`config.mk`:
```
export PLATFORM = sky130hd
export DESIGN_NAME = ddoi_ctrl
export DESIGN_NICKNAME = d
export VERILOG_FILES = /design/src/rtl/core/ddoi_pkg.sv /design/src/rtl/core/ddoi_ctrl.sv
export SDC_FILE = /design/constraint.sdc
export NUM_CORES = 1
export LEC_CHECK = 0
export BUFFER_PORTS_ARGS = -buffer_cell sky130_fd_sc_hd__buf_4
export CORE_AREA = 2 2 47 58
export DETAILED_ROUTE_END_ITERATION = 6
export DIE_AREA = 0 0 49 60
export PLACE_DENSITY = 0.81
export REMOVE_ABC_BUFFERS = 1
export SLEW_MARGIN = 30
export SYNTH_ARGS = -nofsm -noshare
export SYNTH_HDL_FRONTEND = slang
export SYNTH_SLANG_ARGS = --single-unit
```
`constraint.sdc`:
```
create_clock -name clk -period 2 [get_ports clk]
set_clock_uncertainty 0.1 [all_clocks]
set_input_delay 0.1 -clock clk [delete_from_list [all_inputs] [get_ports clk]]
set_output_delay 0.1 -clock clk [all_outputs]
set_load 0.01 [all_outputs]
```
`src/rtl/core/ddoi_pkg.sv`:
```
`default_nettype none
package ddoi_pkg;

  // defaults for top-level parameters
  localparam int WINDOW_MAX_DEF    = 16;
  localparam int CORDIC_STAGES_DEF = 16;

  // field widths
  localparam int CFG_W  = 5;
  localparam int DS_W   = 24;
  localparam int TH_W   = 16;
  localparam int DT_W   = 20;
  localparam int POS_W  = 32;
  localparam int HEAD_W = 16;
  localparam int VEL_W  = 32;

  // sequencer counter, wide enough for the wipe sweep and cordic stages
  localparam int CNT_W = 8;

  // cordic datapath
  localparam int XY_W = 34;
  localparam int Z_W  = 32;
  localparam int CORDIC_MAX_STAGES = 24;
  localparam logic signed [XY_W-1:0] CORDIC_X0 = 34'sh026DD3B6A;

  localparam logic [CFG_W-1:0] WINDOW_LENGTH_RST = 5'd16;

  typedef enum logic {
    OP_UPDATE = 1'b0,
    OP_CLEAR  = 1'b1
  } opcode_t;

  typedef struct packed {
    logic [0:0]              opcode;
    logic signed [DS_W-1:0]  distance_step;
    logic signed [TH_W-1:0]  heading_step;
    logic [DT_W-1:0]         time_step;
  } in_word_t;

  typedef struct packed {
    logic signed [POS_W-1:0] pos_x;
    logic signed [POS_W-1:0] pos_y;
    logic [HEAD_W-1:0]       heading;
    logic signed [VEL_W-1:0] linear_velocity;
    logic signed [VEL_W-1:0] angular_velocity;
  } out_word_t;

  // controller to datapath
  typedef struct packed {
    logic             capture;
    logic             wipe;
    logic             clear_regs;
    logic             win_write;
    logic             sum_read;
    logic             sum_acc;
    logic             cordic_init;
    logic             cordic_step;
    logic             mul_x;
    logic             acc_x;
    logic             mul_y;
    logic             acc_y;
    logic             div_start;
    logic             div_sel_ang;
    logic             take_lin;
    logic             take_ang;
    logic             vel_zero;
    logic             publish;
    logic [CNT_W-1:0] cnt;
  } cmd_t;

  // datapath to controller
  typedef struct packed {
    logic             op_clear;
    logic [CFG_W-1:0] len;
    logic             tsum_zero;
    logic             div_done;
  } stat_t;

  // arctangent table, one turn is 2^32
  function automatic logic signed [Z_W-1:0] atan_val(input logic [4:0] i);
    logic signed [Z_W-1:0] v;
    case (i)
      5'd0:    v = 32'sh20000000;
      5'd1:    v = 32'sh12E4051E;
      5'd2:    v = 32'sh09FB385B;
      5'd3:    v = 32'sh051111D4;
      5'd4:    v = 32'sh028B0D43;
      5'd5:    v = 32'sh0145D7E1;
      5'd6:    v = 32'sh00A2F61E;
      5'd7:    v = 32'sh00517C55;
      5'd8:    v = 32'sh0028BE53;
      5'd9:    v = 32'sh00145F2F;
      5'd10:   v = 32'sh000A2F98;
      5'd11:   v = 32'sh000517CC;
      5'd12:   v = 32'sh00028BE6;
      5'd13:   v = 32'sh000145F3;
      5'd14:   v = 32'sh0000A2FA;
      5'd15:   v = 32'sh0000517D;
      5'd16:   v = 32'sh000028BE;
      5'd17:   v = 32'sh0000145F;
      5'd18:   v = 32'sh00000A30;
      5'd19:   v = 32'sh00000518;
      5'd20:   v = 32'sh0000028C;
      5'd21:   v = 32'sh00000146;
      5'd22:   v = 32'sh000000A3;
      5'd23:   v = 32'sh00000051;
      default: v = '0;
    endcase
    return v;
  endfunction

endpackage
`default_nettype wire

```
`src/rtl/core/ddoi_ctrl.sv`:
```
`default_nettype none
module ddoi_ctrl #(
  parameter int WINDOW_MAX    = ddoi_pkg::WINDOW_MAX_DEF,
  parameter int CORDIC_STAGES = ddoi_pkg::CORDIC_STAGES_DEF
) (
  input  wire logic            clk,
  input  wire logic            rst,
  input  wire logic            item_valid,
  output logic                 item_ready,
  input  wire logic            res_ready,
  output logic                 res_valid,
  input  wire ddoi_pkg::stat_t stat,
  output ddoi_pkg::cmd_t       cmd
);
  import ddoi_pkg::*;

  localparam int NST = (CORDIC_STAGES < CORDIC_MAX_STAGES) ? CORDIC_STAGES
                                                           : CORDIC_MAX_STAGES;

  typedef enum logic [3:0] {
    S_WIPE, S_IDLE, S_WRITE, S_SRD, S_SACC, S_CINIT, S_CSTEP,
    S_MULX, S_ACCX, S_MULY, S_ACCY, S_DIVL, S_WAITL, S_DIVA, S_WAITA, S_PUB
  } state_t;

  state_t           state;
  logic [CNT_W-1:0] cnt;
  logic             pub_after_wipe;
  logic             accept;
  logic             pub_ok;

  always_comb begin
    item_ready = (state == S_IDLE);
    accept     = item_valid && item_ready;
    pub_ok     = !res_valid || res_ready;
  end

  // command decode
  always_comb begin
    cmd             = '0;
    cmd.cnt         = cnt;
    cmd.capture     = accept;
    cmd.wipe        = (state == S_WIPE);
    cmd.clear_regs  = (state == S_WIPE);
    cmd.win_write   = (state == S_WRITE);
    cmd.sum_read    = (state == S_SRD);
    cmd.sum_acc     = (state == S_SACC);
    cmd.cordic_init = (state == S_CINIT);
    cmd.cordic_step = (state == S_CSTEP);
    cmd.mul_x       = (state == S_MULX);
    cmd.acc_x       = (state == S_ACCX);
    cmd.mul_y       = (state == S_MULY);
    cmd.acc_y       = (state == S_ACCY);
    cmd.div_start   = (state == S_DIVL) || (state == S_DIVA);
    cmd.div_sel_ang = (state == S_DIVA);
    cmd.take_lin    = (state == S_WAITL);
    cmd.take_ang    = (state == S_WAITA);
    cmd.vel_zero    = (state == S_ACCY) && stat.tsum_zero;
    cmd.publish     = (state == S_PUB) && pub_ok;
  end

  // sequencer
  always_ff @(posedge clk) begin
    if (rst) begin
      state          <= S_WIPE;
      cnt            <= '0;
      pub_after_wipe <= 1'b0;
      res_valid      <= 1'b0;
    end else begin
      if (res_valid && res_ready) begin
        res_valid <= 1'b0;
      end
      case (state)
        S_WIPE: begin
          cnt <= cnt + CNT_W'(1);
          if (cnt == CNT_W'(WINDOW_MAX - 1)) begin
            cnt   <= '0;
            state <= pub_after_wipe ? S_PUB : S_IDLE;
          end
        end
        S_IDLE: begin
          if (accept) begin
            cnt <= '0;
            if (stat.op_clear) begin
              pub_after_wipe <= 1'b1;
              state          <= S_WIPE;
            end else begin
              state <= S_WRITE;
            end
          end
        end
        S_WRITE: begin
          cnt   <= CNT_W'(1);
          state <= S_SRD;
        end
        S_SRD: begin
          if (cnt >= CNT_W'(stat.len)) begin
            cnt   <= '0;
            state <= S_CINIT;
          end else begin
            state <= S_SACC;
          end
        end
        S_SACC: begin
          cnt   <= cnt + CNT_W'(1);
          state <= S_SRD;
        end
        S_CINIT: begin
          cnt   <= '0;
          state <= S_CSTEP;
        end
        S_CSTEP: begin
          cnt <= cnt + CNT_W'(1);
          if (cnt == CNT_W'(NST - 1)) begin
            cnt   <= '0;
            state <= S_MULX;
          end
        end
        S_MULX:  state <= S_ACCX;
        S_ACCX:  state <= S_MULY;
        S_MULY:  state <= S_ACCY;
        S_ACCY:  state <= stat.tsum_zero ? S_PUB : S_DIVL;
        S_DIVL:  state <= S_WAITL;
        S_WAITL: begin
          if (stat.div_done) begin
            state <= S_DIVA;
          end
        end
        S_DIVA:  state <= S_WAITA;
        S_WAITA: begin
          if (stat.div_done) begin
            state <= S_PUB;
          end
        end
        S_PUB: begin
          if (pub_ok) begin
            res_valid      <= 1'b1;
            pub_after_wipe <= 1'b0;
            state          <= S_IDLE;
          end
        end
        default: state <= S_IDLE;
      endcase
    end
  end

endmodule
`default_nettype wire

```
==> flow_summary.toml, run 1 <==
[status]
status = "finished, final reports clean"

[drt]
drtPass1Iterations = 4
ant_nets = 0
routed_wl_mm = 3.107
drtIter0Drc = 33
vias = 1288
drc = 0
viasPerCell = 5.699
avgRoutedWirePerCell_um = 13.75

[synth]
ys_warn_count = 0
synth.top_cells.by_area = "dfxtp_1, ha_1, nor2_1, inv_1, or3_1"
ys_top_cells_by_count = "nor2_1, inv_1, dfxtp_1"
synth_flop_cell = "dfxtp_1"
synth.distinct_cells = 41
synth_edf_count = 0
synth_top_area_frac = 0.2514
syn_inst = 154
yosysSeqAreaShare = 0.2514
synth_seq_cells = 14
avgSynthCellArea_um2 = 7.239
async_flop_share = 0
synthesis.area_mm2 = 0.001115
synth_area_leader_cell = "dfxtp_1"
synth.most_common_cell = "nor2_1"

[timing]
rsz0062_at_grt = "no"
tightestPinTransition_ns = 0.3872
finalCriticalPeriod_ns = 1.877
finalMaxSlewViolations = 0
fmax_mhz = 532.8
slew-limit-headroom = 0.7415
setup_viol = 0
setup-tns-final_ns = 0
finalHoldViolCount = 0
period_share = 0.9385

[grt]
antenna_found_initial = 0
grt_usage = 0.2251
grt_max_degree = 13
grt_pass1_vias = 1270
grt_pass1_wl_mm = 5.106
overflow = 0

[floorplanning]
core_area_mm2 = 0.002427
dieWidth_um = 49
rows = 20
ios = 40
die_y_um = 60
initial_core_util = 0.4593
die_area_mm2 = 0.002940

[critical_path]
critPathLaunchType = "flip-flop"
worstPathArrival_ns = 2.00
required_ns = 2.12
path_max_fanout = 10
end_kind = "flip-flop"
crit_type = "flip-flop to flip-flop"

[clocking]
cts_tree = "done"
h-tree-depth = 1
clk_path_buf_depth = 2
clock_latency_ns = 0.29
cts_setup_buffers = 0
clock_sinks = 14
path_clk_slew_ns = 0.09
numCtsBuffers = 3
cts-root-buf = "clkbuf_4"

[placed_design]
place_congestion = 0.8912
place_area_mm2 = 0.001419
dp_hpwl_mm = 2.333
port_buffers = 39

[cells_and_area]
drive_above_1_share = 0.3161
n_antenna_cell = 0
finalInstanceArea_mm2 = 0.001483
multi_input_area_um2 = 700.7
regArea_um2 = 282.8
synthToLayoutAreaGrowth_pct = 33.00
nets = 212
fill_cells = 218

[power]
power.share.sequential = 0.276
swShare = 0.4343
internal_power_uw = 832.9
pwr-share-comb = 0.577
leakage_uw = 0.0006737
power_density_mw_per_mm2 = 993.0
p_sw_uw = 639.3
vdd_drop_max_mv = 0.6719
p_clk_frac = 0.147

[hold_path]
hp-class = "input port to flip-flop"

[flow_run]
maxCapViolCount = 0
registers in the layout, summed over array words and instances, names as in the netlist:
signal,cells
cnt,8
state,4
pub_after_wipe,1
res_valid,1
logic make-up after synthesis:
family / after synthesis / synth area share
simple gates: 68 / 0.3075
flops: 14 / 0.2514
compound gates: 37 / 0.2413
fa+ha+maj: 6 / 0.06734
xor+xnor: 1 / 0.007858
buf+inv: 28 / 0.1246
critical path, cell delays in order, from the launching register on:
cell,delay [ns]
dfxtp_2,0.36
ha_1,0.23
nand3_1,0.17
nor3_2,0.08
a211o_2,0.42
or3_1,0.37
o221ai_1,0.07
placed cells by master, fill, tap and decap left out, drive strengths merged, types with 3 or more instances in the layout:
cell type,netlist,layout
ha,6,6
a31oi,3,3
nor3,4,4
dfxtp,14,14
a21oi,8,8
inv,15,15
clkbuf,5,4
nor2,19,19
buf,8,46
o221ai,4,4
nand2,13,13
o22ai,4,4
or2,3,3
or3,8,8
nand3,8,8
nand2b,4,4
what timing repair did:
action / in CTS / in global routing
endpoints found under the setup margin: 0 / 7
hold endpoints to repair: 8 / 0
hold buffers: 2 / 0
gates resized for setup: 0 / 4
power groups by stage:
stage	Combinational [uW]	Clock (uW)	Sequential [uW]
floorplan	473	0	421
global placement	807	0	401
detailed placement	823	0	404
CTS	833	222	399
global route	928	228	416
finish	850	217	406
per-stage QoR:
| step | setup WS [ns] | hold WS [ns] | std cells | total power (uW) | util |
|---|---|---|---|---|---|
| 5_1_grt | 0.01784 | 0.05716 | 226 | 1572 | 0.6108 |
| 6_report | 0.1230 | 0.03271 | 226 | 1472 | 0.6108 |
| 2_1_floorplan | 0.2377 | 0.06465 | 141 | 893.9 | - |
| 3_3_place_gp | 0.1446 | 0.2581 | 220 | 1208 | 0.5845 |
| 3_5_place_dp | 0.1035 | 0.2650 | 220 | 1228 | 0.5845 |
| 4_1_cts | 0.07757 | 0.02836 | 226 | 1454 | 0.6077 |
per-layer routing:
metal / up-vias / global-route usage / routed length, um
li1: 619 / - / -
met5: - / 0 / 0
met4: 0 / 0.1959 / 140
met2: 70 / 0.4070 / 1505
met3: 17 / 0.03500 / 229
met1: 582 / 0.2289 / 1231
worst paths after layout:
check | from | endpoint | cells after the start | slack, ns
worst max-delay path | cnt[0]$_SDFFE_PP0P_ | cnt[7]$_SDFFE_PP0P_ | 6 | 0.12
worst min-delay path | res_ready | res_valid$_SDFF_PP0_ | 3 | 0.03
worst max register to register | cnt[0]$_SDFFE_PP0P_ | cnt[7]$_SDFFE_PP0P_ | 6 | 0.12
worst min register to register | pub_after_wipe$_SDFFE_PP0P_ | pub_after_wipe$_SDFFE_PP0P_ | 2 | 0.43
area by class of cell:
cell class	count	share of cell area
well taps	33	0.02785
flip-flops and latches	14	0.1907
inverters	15	0.03797
clock buffers	4	0.02447
multi-input cells	112	0.4726
repair buffers	48	0.2464
No activity file was read; power rests on OpenSTA's default activity.
==> run 2: changes to the inputs <==
PLACE_DENSITY = 0.88   (was 0.81)
==> flow_summary.toml, run 2 (synthesis results as in run 1) <==
[drt]
drtIter0Drc = 20
viasPerCell = 5.441
ant_nets = 0
drtPass1Iterations = 4
drc = 0
vias = 1235
avgRoutedWirePerCell_um = 12.17
routed_wl_mm = 2.762

[clocking]
cts_tree = "done"
path_clk_slew_ns = 0.09
clock_latency_ns = 0.28
clock_sinks = 14
h-tree-depth = 1
cts-root-buf = "clkbuf_4"
numCtsBuffers = 3
clk_path_buf_depth = 2

[cells_and_area]
n_antenna_cell = 0
fill_cells = 237
largest_register = "cnt"
synthToLayoutAreaGrowth_pct = 34.34
largest_reg_flops = 8
nets = 213
layout_common_cells = "buf_4, nor2_1, inv_1"
finalInstanceArea_mm2 = 0.001498
multi_input_area_um2 = 709.4
drive_above_1_share = 0.3196
final_common_cell = "buf_4"
postLayoutCoreUtil = 0.6170
regArea_um2 = 281.5
largest_registers = "cnt x8, state x4"

[grt]
grt_pass1_vias = 1169
grt_pass1_wl_mm = 4.781
antenna_found_initial = 0
grt_max_degree = 15
grt_usage = 0.2054
overflow = 0

[critical_path]
end_kind = "flip-flop"
worstPathArrival_ns = 2.05
path_max_fanout = 11
crit_type = "flip-flop to flip-flop"
critPathLaunchType = "flip-flop"
required_ns = 2.11

[floorplanning]
die_area_mm2 = 0.002940
rows = 20
core_area_mm2 = 0.002427
initial_core_util = 0.4593
die_y_um = 60
dieWidth_um = 49
ios = 40

[timing]
finalHoldViolCount = 0
finalCriticalPeriod_ns = 1.944
setup-tns-final_ns = 0
setup_viol = 0
finalMaxSlewViolations = 0
rsz0062_at_grt = "no"
tightestPinTransition_ns = 0.4412
fmax_mhz = 514.5
slew-limit-headroom = 0.7055
whs_ns = 0.04257
period_share = 0.9718

[placed_design]
place_congestion = 0.8617
place_area_mm2 = 0.001419
dp_hpwl_mm = 2.122
port_buffers = 39

[flow_run]
maxCapViolCount = 0

[hold_path]
hp-class = "input port to flip-flop"

[status]
status = "finished, final reports clean"

[power]
leakage_uw = 0.0006786
power_density_mw_per_mm2 = 956.1
vdd_drop_max_mv = 0.6757
## run 2: path summary, 6_finish.rpt
| path | slack (ns) | cells after the start | to | start |
|---|---|---|---|---|
| max | 0.06 | 4 | cnt[5]$_SDFFE_PP0P_ | state[2]$_SDFFE_PP0P_ |
| min | 0.04 | 3 | res_valid$_SDFF_PP0_ | res_ready |
| max reg2reg | 0.06 | 4 | cnt[5]$_SDFFE_PP0P_ | state[2]$_SDFFE_PP0P_ |
| min reg2reg | 0.42 | 2 | cnt[6]$_SDFFE_PP0P_ | cnt[6]$_SDFFE_PP0P_ |
## run 2: stage by stage
step / total power [uW] / worst slack [ns] / instances
detailed placement: 1201 / 0.03598 / 220
floorplan: 893.9 / 0.2377 / 141
global route: 1543 / 0.003669 / 227
finish: 1432 / 0.05634 / 227
global placement: 1188 / 0.1299 / 220
CTS: 1419 / 0.009791 / 226
## run 2: final cells by class
class	count	share of cell area
well taps	33	0.02757
multi-input cells	112	0.4737
clock buffers	4	0.02423
flip-flops and latches	14	0.1880
inverters	15	0.03759
repair buffers	49	0.2490
## run 2: timing repair
action | 4_1_cts | 5_1_grt
endpoints found under the hold margin | 7 | 0
endpoints found under the setup margin | 0 | 6
gates resized for setup | 0 | 4
hold buffers | 2 | 0
setup buffers | 0 | 1
## run 2: where the power goes
part	switching [uW]	total, uW	internal, uW
clock	95.6	206	111
sequential	74.9	403	328
combinational	441	822	381
## run 2: critical path, stage by stage (launching register included)
cell,delay (ns)
dfxtp_1,0.52
or2b_1,0.38
a211o_2,0.42
or3_1,0.38
o221ai_2,0.07
## run 2: metal layers
layer	part of all wire	GRT usage	routed length, um	up-vias
li1	-	-	-	624
met1	0.42	0.2215	1159	563
met2	0.52	0.4031	1445	46
met3	0.053	0.05000	147	2
met4	0.0036	0.04898	10	0
met5	0	0	0	-
